## src/rtl/msie_pkg.sv

```systemverilog
package msie_pkg;

   localparam int MemWordsDefault     = 4096;
   localparam int ProgramLinesDefault = 1024;

   localparam logic [31:0] SP_RESET = 32'd2147479548;
   localparam logic [4:0]  SP_INDEX = 5'd29;

   localparam logic [3:0] KIND_ADD     = 4'd0;
   localparam logic [3:0] KIND_SUB     = 4'd1;
   localparam logic [3:0] KIND_MUL     = 4'd2;
   localparam logic [3:0] KIND_SLT     = 4'd3;
   localparam logic [3:0] KIND_ADDI    = 4'd4;
   localparam logic [3:0] KIND_BEQ     = 4'd5;
   localparam logic [3:0] KIND_BNE     = 4'd6;
   localparam logic [3:0] KIND_J       = 4'd7;
   localparam logic [3:0] KIND_LI      = 4'd8;
   localparam logic [3:0] KIND_LW      = 4'd9;
   localparam logic [3:0] KIND_SW      = 4'd10;
   localparam logic [3:0] KIND_COUNTED = 4'd11;

   localparam logic [1:0] STAT_OK       = 2'd0;
   localparam logic [1:0] STAT_BAD_ADDR = 2'd1;
   localparam logic [1:0] STAT_HALTED   = 2'd2;

   localparam int REQ_TDATA_W = 64;
   localparam int REQ_TUSER_W = 5;
   localparam int RSP_TDATA_W = 88;

   typedef struct packed {
      logic accept;
      logic exec;
      logic commit;
      logic clear_step;
   } cmd_type;

   typedef struct packed {
      logic clear_last;
      logic out_room;
   } dp_status_type;

   function automatic logic [31:0] rf_reset_value(input logic [4:0] idx);
      logic [31:0] value;
      value = (idx == SP_INDEX) ? SP_RESET : 32'd0;
      return value;
   endfunction

endpackage

```

## src/rtl/msie_ctrl.sv

```systemverilog
module msie_ctrl (
   input  logic              clock,
   input  logic              reset,
   input  logic              req_tvalid,
   output logic              req_tready,
   input  msie_pkg::dp_status_type stat,
   output msie_pkg::cmd_type cmd
);

   typedef enum logic [3:0] {
      S_CLEAR = 4'b0001,
      S_IDLE  = 4'b0010,
      S_EXEC  = 4'b0100,
      S_WB    = 4'b1000
   } state_type;

   state_type state_ff;
   state_type state_in;

   always_comb begin
      state_in       = state_ff;
      cmd            = '0;
      req_tready     = 1'b0;
      case (state_ff)
         S_CLEAR: begin
            cmd.clear_step = 1'b1;
            if (stat.clear_last) begin
               state_in = S_IDLE;
            end
         end
         S_IDLE: begin
            req_tready = 1'b1;
            if (req_tvalid) begin
               cmd.accept = 1'b1;
               state_in   = S_EXEC;
            end
         end
         S_EXEC: begin
            cmd.exec = 1'b1;
            state_in = S_WB;
         end
         S_WB: begin
            if (stat.out_room) begin
               cmd.commit = 1'b1;
               state_in   = S_IDLE;
            end
         end
         default: begin
            state_in = S_CLEAR;
         end
      endcase
   end

   always_ff @(posedge clock) begin
      if (reset) begin
         state_ff <= S_CLEAR;
      end else begin
         state_ff <= state_in;
      end
   end

endmodule

```

## config.mk

```make
export PLATFORM = sky130hd
export DESIGN_NAME = msie_ctrl
export DESIGN_NICKNAME = d
export VERILOG_FILES = /design/src/rtl/msie_pkg.sv /design/src/rtl/msie_ctrl.sv
export SDC_FILE = /design/constraint.sdc
export NUM_CORES = 1
export LEC_CHECK = 0
export ABC_AREA = 1
export BUFFER_PORTS_ARGS = -buffer_cell sky130_fd_sc_hd__clkbuf_2
export CORE_AREA = 8 8 45 47
export CTS_BUF_LIST = sky130_fd_sc_hd__clkbuf_4
export DETAILED_ROUTE_END_ITERATION = 8
export DIE_AREA = 0 0 53 55
export HOLD_SLACK_MARGIN = 0.08
export MAX_ROUTING_LAYER = met4
export REMOVE_ABC_BUFFERS = 1
export SLEW_MARGIN = 0
export SYNTH_ARGS = -nofsm -noshare
export SYNTH_HDL_FRONTEND = slang
export SYNTH_SLANG_ARGS = --single-unit
```

## constraint.sdc

```tcl
create_clock -name clock -period 1.3 [get_ports clock]
set_clock_uncertainty 0.05 [all_clocks]
set_input_delay 0 -clock clock [delete_from_list [all_inputs] [get_ports clock]]
set_output_delay 0 -clock clock [all_outputs]
set_load 0.01 [all_outputs]
```

# [Yosys cells after proc, flatten, opt, wreduce, memory -nomap -nowiden]
# Index checks and enable logic that the tools add are counted.
[word_totals] register_bits=4 latchBits=0 ramBits=0 romBits=0 inputBits=5 output_inout_bits=5 word_cells=20 mem_count=0
[classes] add_sub_neg=0 multipliers=0 div_mod_pow=0 order_cmp=0 n_eq_ne=7 shift=0 mux=11 bitwise=0 reduce_logical=1
[op_table] operator="$pmux 4 s4" count=1
[op_table] operator="$mux 4" count=3
[op_table] operator="$mux 1" count=7
[op_table] operator="$ne 2x2->1 const B" count=3
[op_table] operator="$eq 4x1->1 const B" count=1
[op_table] operator="$eq 4x2->1 const B" count=1
[op_table] operator="$eq 4x3->1 const B" count=1
[op_table] operator="$eq 4x4->1 const B" count=1
[op_table] operator="$reduce_and 3->1" count=1

# [Depth between registers and ports, before layout]
# Gate-level depths: netlist of run 1.
[logic_depth] word_depth=3 ltp_mapped=6 mapped_depth_nobuf=6

# [Worst setup path before layout of run 1]
# No wires, ideal clock.
[synth_path] path_kind="register to register" startpoint="register state_ff[2]" endpoint="register state_ff[0]" setup_ps=120 arrival_time_ps=748 t_required_ps=1130 path_slack_ps=381 stages_incl_launch_ff=5 path_buffers=0 synth_period_minus_slack_ps=919 path_cell_list="dfxtp_1 > nor2_2 > nand2_1 > nand4_1 > nand3_1"
[synth_via] elab_chain_len=3 word_cells_on_any_way=9 cone_classes="eq/ne (7); mux (1); reduce/logical (1)"
[synth_lines] item="from (decl)" line_no="msie_ctrl.sv:17" rtl="state_type state_ff;"
[synth_lines] item="from (signal assigned)" line_no="msie_ctrl.sv:58" rtl="state_ff <= state_in;"
[synth_lines] item="$eq 4x1->1 (tied with other cells)" line_no="msie_ctrl.sv:24" rtl="case (state_ff)"
[synth_lines] item="$ne 2x2->1 (no line)"
[synth_lines] item="$reduce_and 3->1 (no line)"
# Parallel ways exist; a longest one is shown, timed or not.
# A chain may end at the register's enable or synchronous reset.

==> impl_metrics.tcl, run 1 <==
set metrics [dict create \
    critPathSlowestCell "dfxtp_1" \
    critPathKind "register to primary output" \
    dp_hpwl_um 480.1 \
    cts_buffers 3 \
    tightest_slew_ns 0.2136 \
    syn_inst 37 \
    final_layout_size_suffix_gt1_share_pct 35.85 \
    syn_area_um2 245.2 \
    clkTransAtPathRegs_ns 0.04 \
    whs_path_depth 3 \
    synth.avg_cell_area_um2 6.628 \
    drc 0 \
    syn2layout_area_growth_pct 52.04 \
    core_mm2 0.001384 \
    fin_crit_ns 1.233 \
    dieArea_mm2 0.002915 \
    r2r_cells 4 \
    vias 274 \
    cts_resized 0 \
    die_width_um 53 \
    total_power_mw 0.4311 \
    hp-class "primary input to register" \
    num_rows 14 \
    grt_pass1_vias 282 \
    gr-total-overflow 0 \
    synth_cell_type_count 10 \
    cts_max_level 1 \
    grt_pass1_wl_um 1076 \
    status "complete, no violations" \
    rr_endpoint "state_ff[0]" \
    path_buf_inv 1 \
    cts_tree "done" \
    drv_cap 0 \
    r2r_start "state_ff[2]" \
    clockBufferDepth 2 \
    cts-root-buf "clkbuf_4" \
    ios 10 \
    slew_viol_final 0 \
    clock_sinks 4 \
    fin_crit_sh_pct 94.84 \
    top_register "state_ff" \
    cp-start-kind "register" \
    tns_ns 0 \
    fp.dieH_um 55 \
    critPathRequiredTime_ns 1.25 \
    routed_wl_um 612 \
    end_kind "primary output" \
    hold_viol_final 0 \
    yosys_warnings 0 \
    whs_ns 0.4584 \
    setup_violations 0 \
    rrSetupSlack_ns 0.28 \
    yosysSeqAreaShare_pct 32.65 \
    hold_end "state_ff[3]" \
    io_buffers 9 \
    synth-seq-cells 4 \
    final_nets 60 \
    first_pass_iters 2 \
    gp_congestion 0.8568 \
    grt_antenna_before_repair 0 \
    max_freq_ghz 0.8111 \
    path_max_fanout 4 \
    slew_headroom_pct 85.70 \
    ant_nets 0 \
    vias_per_cell 3.971 \
    drtIter0Drc 1 \
    clk_latency_ns 0.24 \
    cts_setup_buffers 0 \
    crit_chain "nor2_2 -> nand2_1 -> nor2_1 -> clkbuf_2" \
    reg_top3 "state_ff x4" \
    grt_start_max_net_pins 5 \
    arrival_ns 1.18 \
    initial_core_util_pct 17.72 \
    p_leak_nw 0.2134 \
    avgRoutedWirePerCell_um 8.870 \
    largest_register_ffs 4 \
    ir_drop_mv 0.3035 \
    max_stage_delay_ns 0.32 \
    crit_family "simple AND/OR/NAND/NOR gates" \
    rsz0062_at_grt "false" \
    n_antenna_cell 0 \
    min_from "reset" \
    power_density_mw_per_mm2 1156 \
    track_usage_pct 5.571 \
]
-- placed cells by master (no fill, tap or decap) --
master / Yosys / routed
a21oi_1: 1 / 1
clkbuf_2: 0 / 9
clkbuf_4: 0 / 3
dfxtp_1: 4 / 4
dlygate4sd3_1: 0 / 4
inv_1: 10 / 10
nand2_1: 4 / 4
nand3_1: 4 / 4
nand3_2: 3 / 3
nand4_1: 1 / 1
nor2_1: 6 / 6
nor2_2: 3 / 3
nor3_2: 1 / 1
-- layout make-up --
cell class | instances | area, um^2
sequential | 4 | 80.08
fill | 143 | 1011
clock buffer | 3 | 22.52
inverter | 10 | 37.54
timing repair buffer | 13 | 85.08
multi-input combinational | 23 | 127.6
tap | 16 | 20.02
-- through the flow --
| stage | util (%) | std cells | instance area [um^2] | setup slack [ns] |
|---|---|---|---|---|
| 6_report | 26.94 | 69 | 372.9 | 0.06704 |
| 5_1_grt | 26.94 | 69 | 372.9 | 0.0002495 |
| 4_1_cts | 26.94 | 69 | 372.9 | 0.07999 |
| 3_5_place_dp | 22.42 | 62 | 310.3 | 0.2864 |
| 3_3_place_gp | 22.42 | 62 | 310.3 | 0.2889 |
| 2_1_floorplan | - | 37 | 245.2 | 0.3811 |
-- per-layer routing --
layer | global-route usage (%) | part of all wire, %
met2 | 6.836 | 33
met4 | 6.466 | 4.7
met1 | 5.008 | 48
met5 | - | 0
met3 | 4.278 | 14
-- cells in the mapped netlist, drive strengths merged --
cell / number / share of area (%)
nor2: 9 / 17
nand2: 4 / 6.1
nand3: 7 / 20
a21oi: 1 / 2.0
nor3: 1 / 4.1
inv: 10 / 15
nand4: 1 / 2.6
dfxtp: 4 / 33
-- how the worst max path moves through the flow --
stage / from / depth (start not counted) / to / slack [ns]
2_1_floorplan: state_ff[2] / 4 / state_ff[0] / 0.38
3_3_place_gp: state_ff[2] / 4 / state_ff[0] / 0.29
3_5_place_dp: state_ff[0] / 4 / state_ff[0] / 0.29
4_1_cts: state_ff[2] / 4 / cmd[3] / 0.08
5_1_grt: state_ff[2] / 4 / cmd[3] / 0.0002
6_report: state_ff[2] / 4 / cmd[3] / 0.07
-- where the power goes --
part | internal, mW | switching (mW)
clock network | 0.103 | 0.0507
logic | 0.0535 | 0.0764
registers | 0.138 | 0.00946
total | 0.295 | 0.136
-- logic make-up (layout without fill, tap and decap cells) --
logic type,Yosys count,after routing,synth area share (%)
compound gates,1,1,2.039
buf+inv,10,26,15.31
simple gates,22,22,50.00
flops,4,4,32.65
-- worst reg2reg max path: stages (launching register included) --
cell and delay, ns:
dfxtp_1 0.32, nor2_2 0.20, nand2_1 0.16, nand4_1 0.12
nand3_1 0.06
-- what timing repair did --
| action | in CTS | in global routing |
|---|---|---|
| hold buffers | 4 | 0 |
| hold endpoints to repair | 4 | 0 |
| endpoints found under the setup margin | 0 | 0 |
Note: power is estimated with default switching activity, not from simulation.
==> run 2, diff against run 1 <==
--- a/config.mk
+++ b/config.mk
@@ -11,8 +11,10 @@
 export CTS_BUF_LIST = sky130_fd_sc_hd__clkbuf_4
 export DETAILED_ROUTE_END_ITERATION = 8
 export DIE_AREA = 0 0 53 55
+export GPL_ROUTABILITY_DRIVEN = 0
 export HOLD_SLACK_MARGIN = 0.08
 export MAX_ROUTING_LAYER = met4
+export PLACE_DENSITY = 0.43
 export REMOVE_ABC_BUFFERS = 1
 export SLEW_MARGIN = 0
 export SYNTH_ARGS = -nofsm -noshare
==> constraint.sdc (replaced) <==
create_clock -name clock -period 1.55 [get_ports clock]
set_clock_uncertainty 0.05 [all_clocks]
set_input_delay 0 -clock clock [delete_from_list [all_inputs] [get_ports clock]]
set_output_delay 0 -clock clock [all_outputs]
set_load 0.01 [all_outputs]
==> run 2 against run 1 <==
Net effect: die area unchanged; largest cell class unchanged; flip-flop and latch count is the same; critical path type is now register to register; total power is 16% lower; clock-buffer cell count is the same; worst hold slack worse by 0.30 ns; critical endpoint is now state_ff[3].
==> impl_metrics.tcl, run 2 (synthesis gave the netlist of run 1 again) <==
set metrics [dict create \
    grt_start_max_net_pins 5 \
    critPathSlowestCell "dlygate4sd3_1" \
    rsz0062_at_grt "false" \
    cp-start-kind "register" \
    routed_wl_um 613 \
    fin_crit_ns 1.415 \
    top_register "state_ff" \
    placed_area_um2 310.3 \
    total_power_mw 0.3634 \
    n_antenna_cell 0 \
    avgRoutedWirePerCell_um 8.884 \
    clkTransAtPathRegs_ns 0.04 \
    final_layout_size_suffix_gt1_share_pct 37.74 \
    combPwrFrac_pct 29.2 \
    gr-total-overflow 0 \
    critPathKind "register to register" \
    vias_per_cell 3.971 \
    cts_tree "done" \
    vias 274 \
    whs_ns 0.1614 \
    grt_pass1_vias 281 \
    max_freq_ghz 0.7065 \
    initial_core_util_pct 17.72 \
    grt_antenna_before_repair 0 \
    die_width_um 53 \
    clk_latency_ns 0.24 \
    dp_hpwl_um 521.6 \
    slew_viol_final 0 \
    layout_common_cells "inv_1, clkbuf_2, nor2_1" \
    crit_start "state_ff[0]" \
    cts-root-buf "clkbuf_4" \
    path_buf_inv 1 \
    tightest_slew_ns 0.1802 \
    dieArea_mm2 0.002915 \
    fin_crit_sh_pct 91.32 \
    cts_buffers 3 \
    slew_headroom_pct 87.94 \
    p_sw_mw 0.1166 \
    fp.dieH_um 55 \
    reg_top3 "state_ff x4" \
    dp_slack_ns 0.5491 \
    max_stage_delay_ns 0.54 \
    p_sw_share_pct 32.09 \
    end_kind "register" \
    io_buffers 9 \
    fin_area_um2 375.4 \
    min_from "stat[0]" \
    intPower_mw 0.2468 \
    status "complete, no violations" \
    placed_cells 62 \
    cts_max_level 1 \
    setup_violations 0 \
    grt_pass1_wl_um 1041 \
    pwr-share-clk_pct 36.1 \
    setup_slack_ns 0.1345 \
    clockBufferDepth 2 \
    ir_drop_mv 0.3238 \
    first_pass_iters 5 \
    p_leak_nw 0.2160 \
    fin_cells 69 \
    syn2layout_area_growth_pct 53.06 \
    arrival_ns 1.54 \
    power_density_mw_per_mm2 968.0 \
    ant_nets 0 \
    critPathRequiredTime_ns 1.68 \
    clock_sinks 4 \
    drv_cap 0 \
    path_max_fanout 3 \
    drtIter0Drc 2 \
    seqPwrFrac_pct 34.7 \
    final_common_cell "inv_1" \
    crit_family "buffers and inverters" \
    final_core_utilization_pct 27.12 \
    largest_register_ffs 4 \
    track_usage_pct 5.011 \
    num_rows 14 \
    final_nets 60 \
    hp-class "primary input to register" \
    crit_chain "nor2_2 -> nand3_1 -> a21oi_1 -> dlygate4sd3_1" \
    r2r_start "state_ff[0]" \
    ios 10 \
    core_mm2 0.001384 \
    hold_viol_final 0 \
    drc 0 \
    tns_ns 0 \
]
## run 2: cell counts in the layout (fill, tap and decap cells not counted)
No cell type changed its count.
## run 2: repair_timing
item,CTS,global route
setup buffers,0,0
endpoints found under the hold margin,4,0
hold buffers,4,0
resized for setup,0,1
endpoints found under the setup margin,0,1
## run 2: layer usage
layer	vias to the layer above	global-route usage (%)	share of wire, %
li1	146	-	-
met1	111	5.775	49
met2	15	6.836	40
met3	2	1.070	9.0
met4	0	5.172	2.0
met5	-	-	0
## run 2: worst reg2reg max path: cells and delay by family, from the launching register on
family / cells / cell delay, ns
AOI/OAI and AO/OA: 1 / 0.16
buffers and inverters: 1 / 0.54
DFF: 1 / 0.32
and+or+nand+nor: 2 / 0.29
## run 2: final cells by class
cell class / instances / area [um^2]
clock buffers: 3 / 22.52
inverters: 10 / 37.54
flip-flops and latches: 4 / 80.08
multi-input cells: 23 / 130.1
repair buffers: 13 / 85.08
fillers: 157 / 1008
well taps: 16 / 20.02
## run 2: final timing paths
path / to / slack [ns] / cells after the start
worst max-delay path: state_ff[3] / 0.13 / 4
worst min-delay path: state_ff[1] / 0.16 / 5
worst max register to register: state_ff[3] / 0.13 / 4
worst min register to register: state_ff[0] / 0.59 / 3
## run 2: power by group through the flow
stage	sequential (mW)	clock, mW	combinational, mW
finish	0.126	0.131	0.106
floorplan	0.124	0	0.0728
CTS	0.124	0.137	0.107
global placement	0.126	0	0.100
global route	0.128	0.142	0.122
detailed placement	0.126	0	0.101
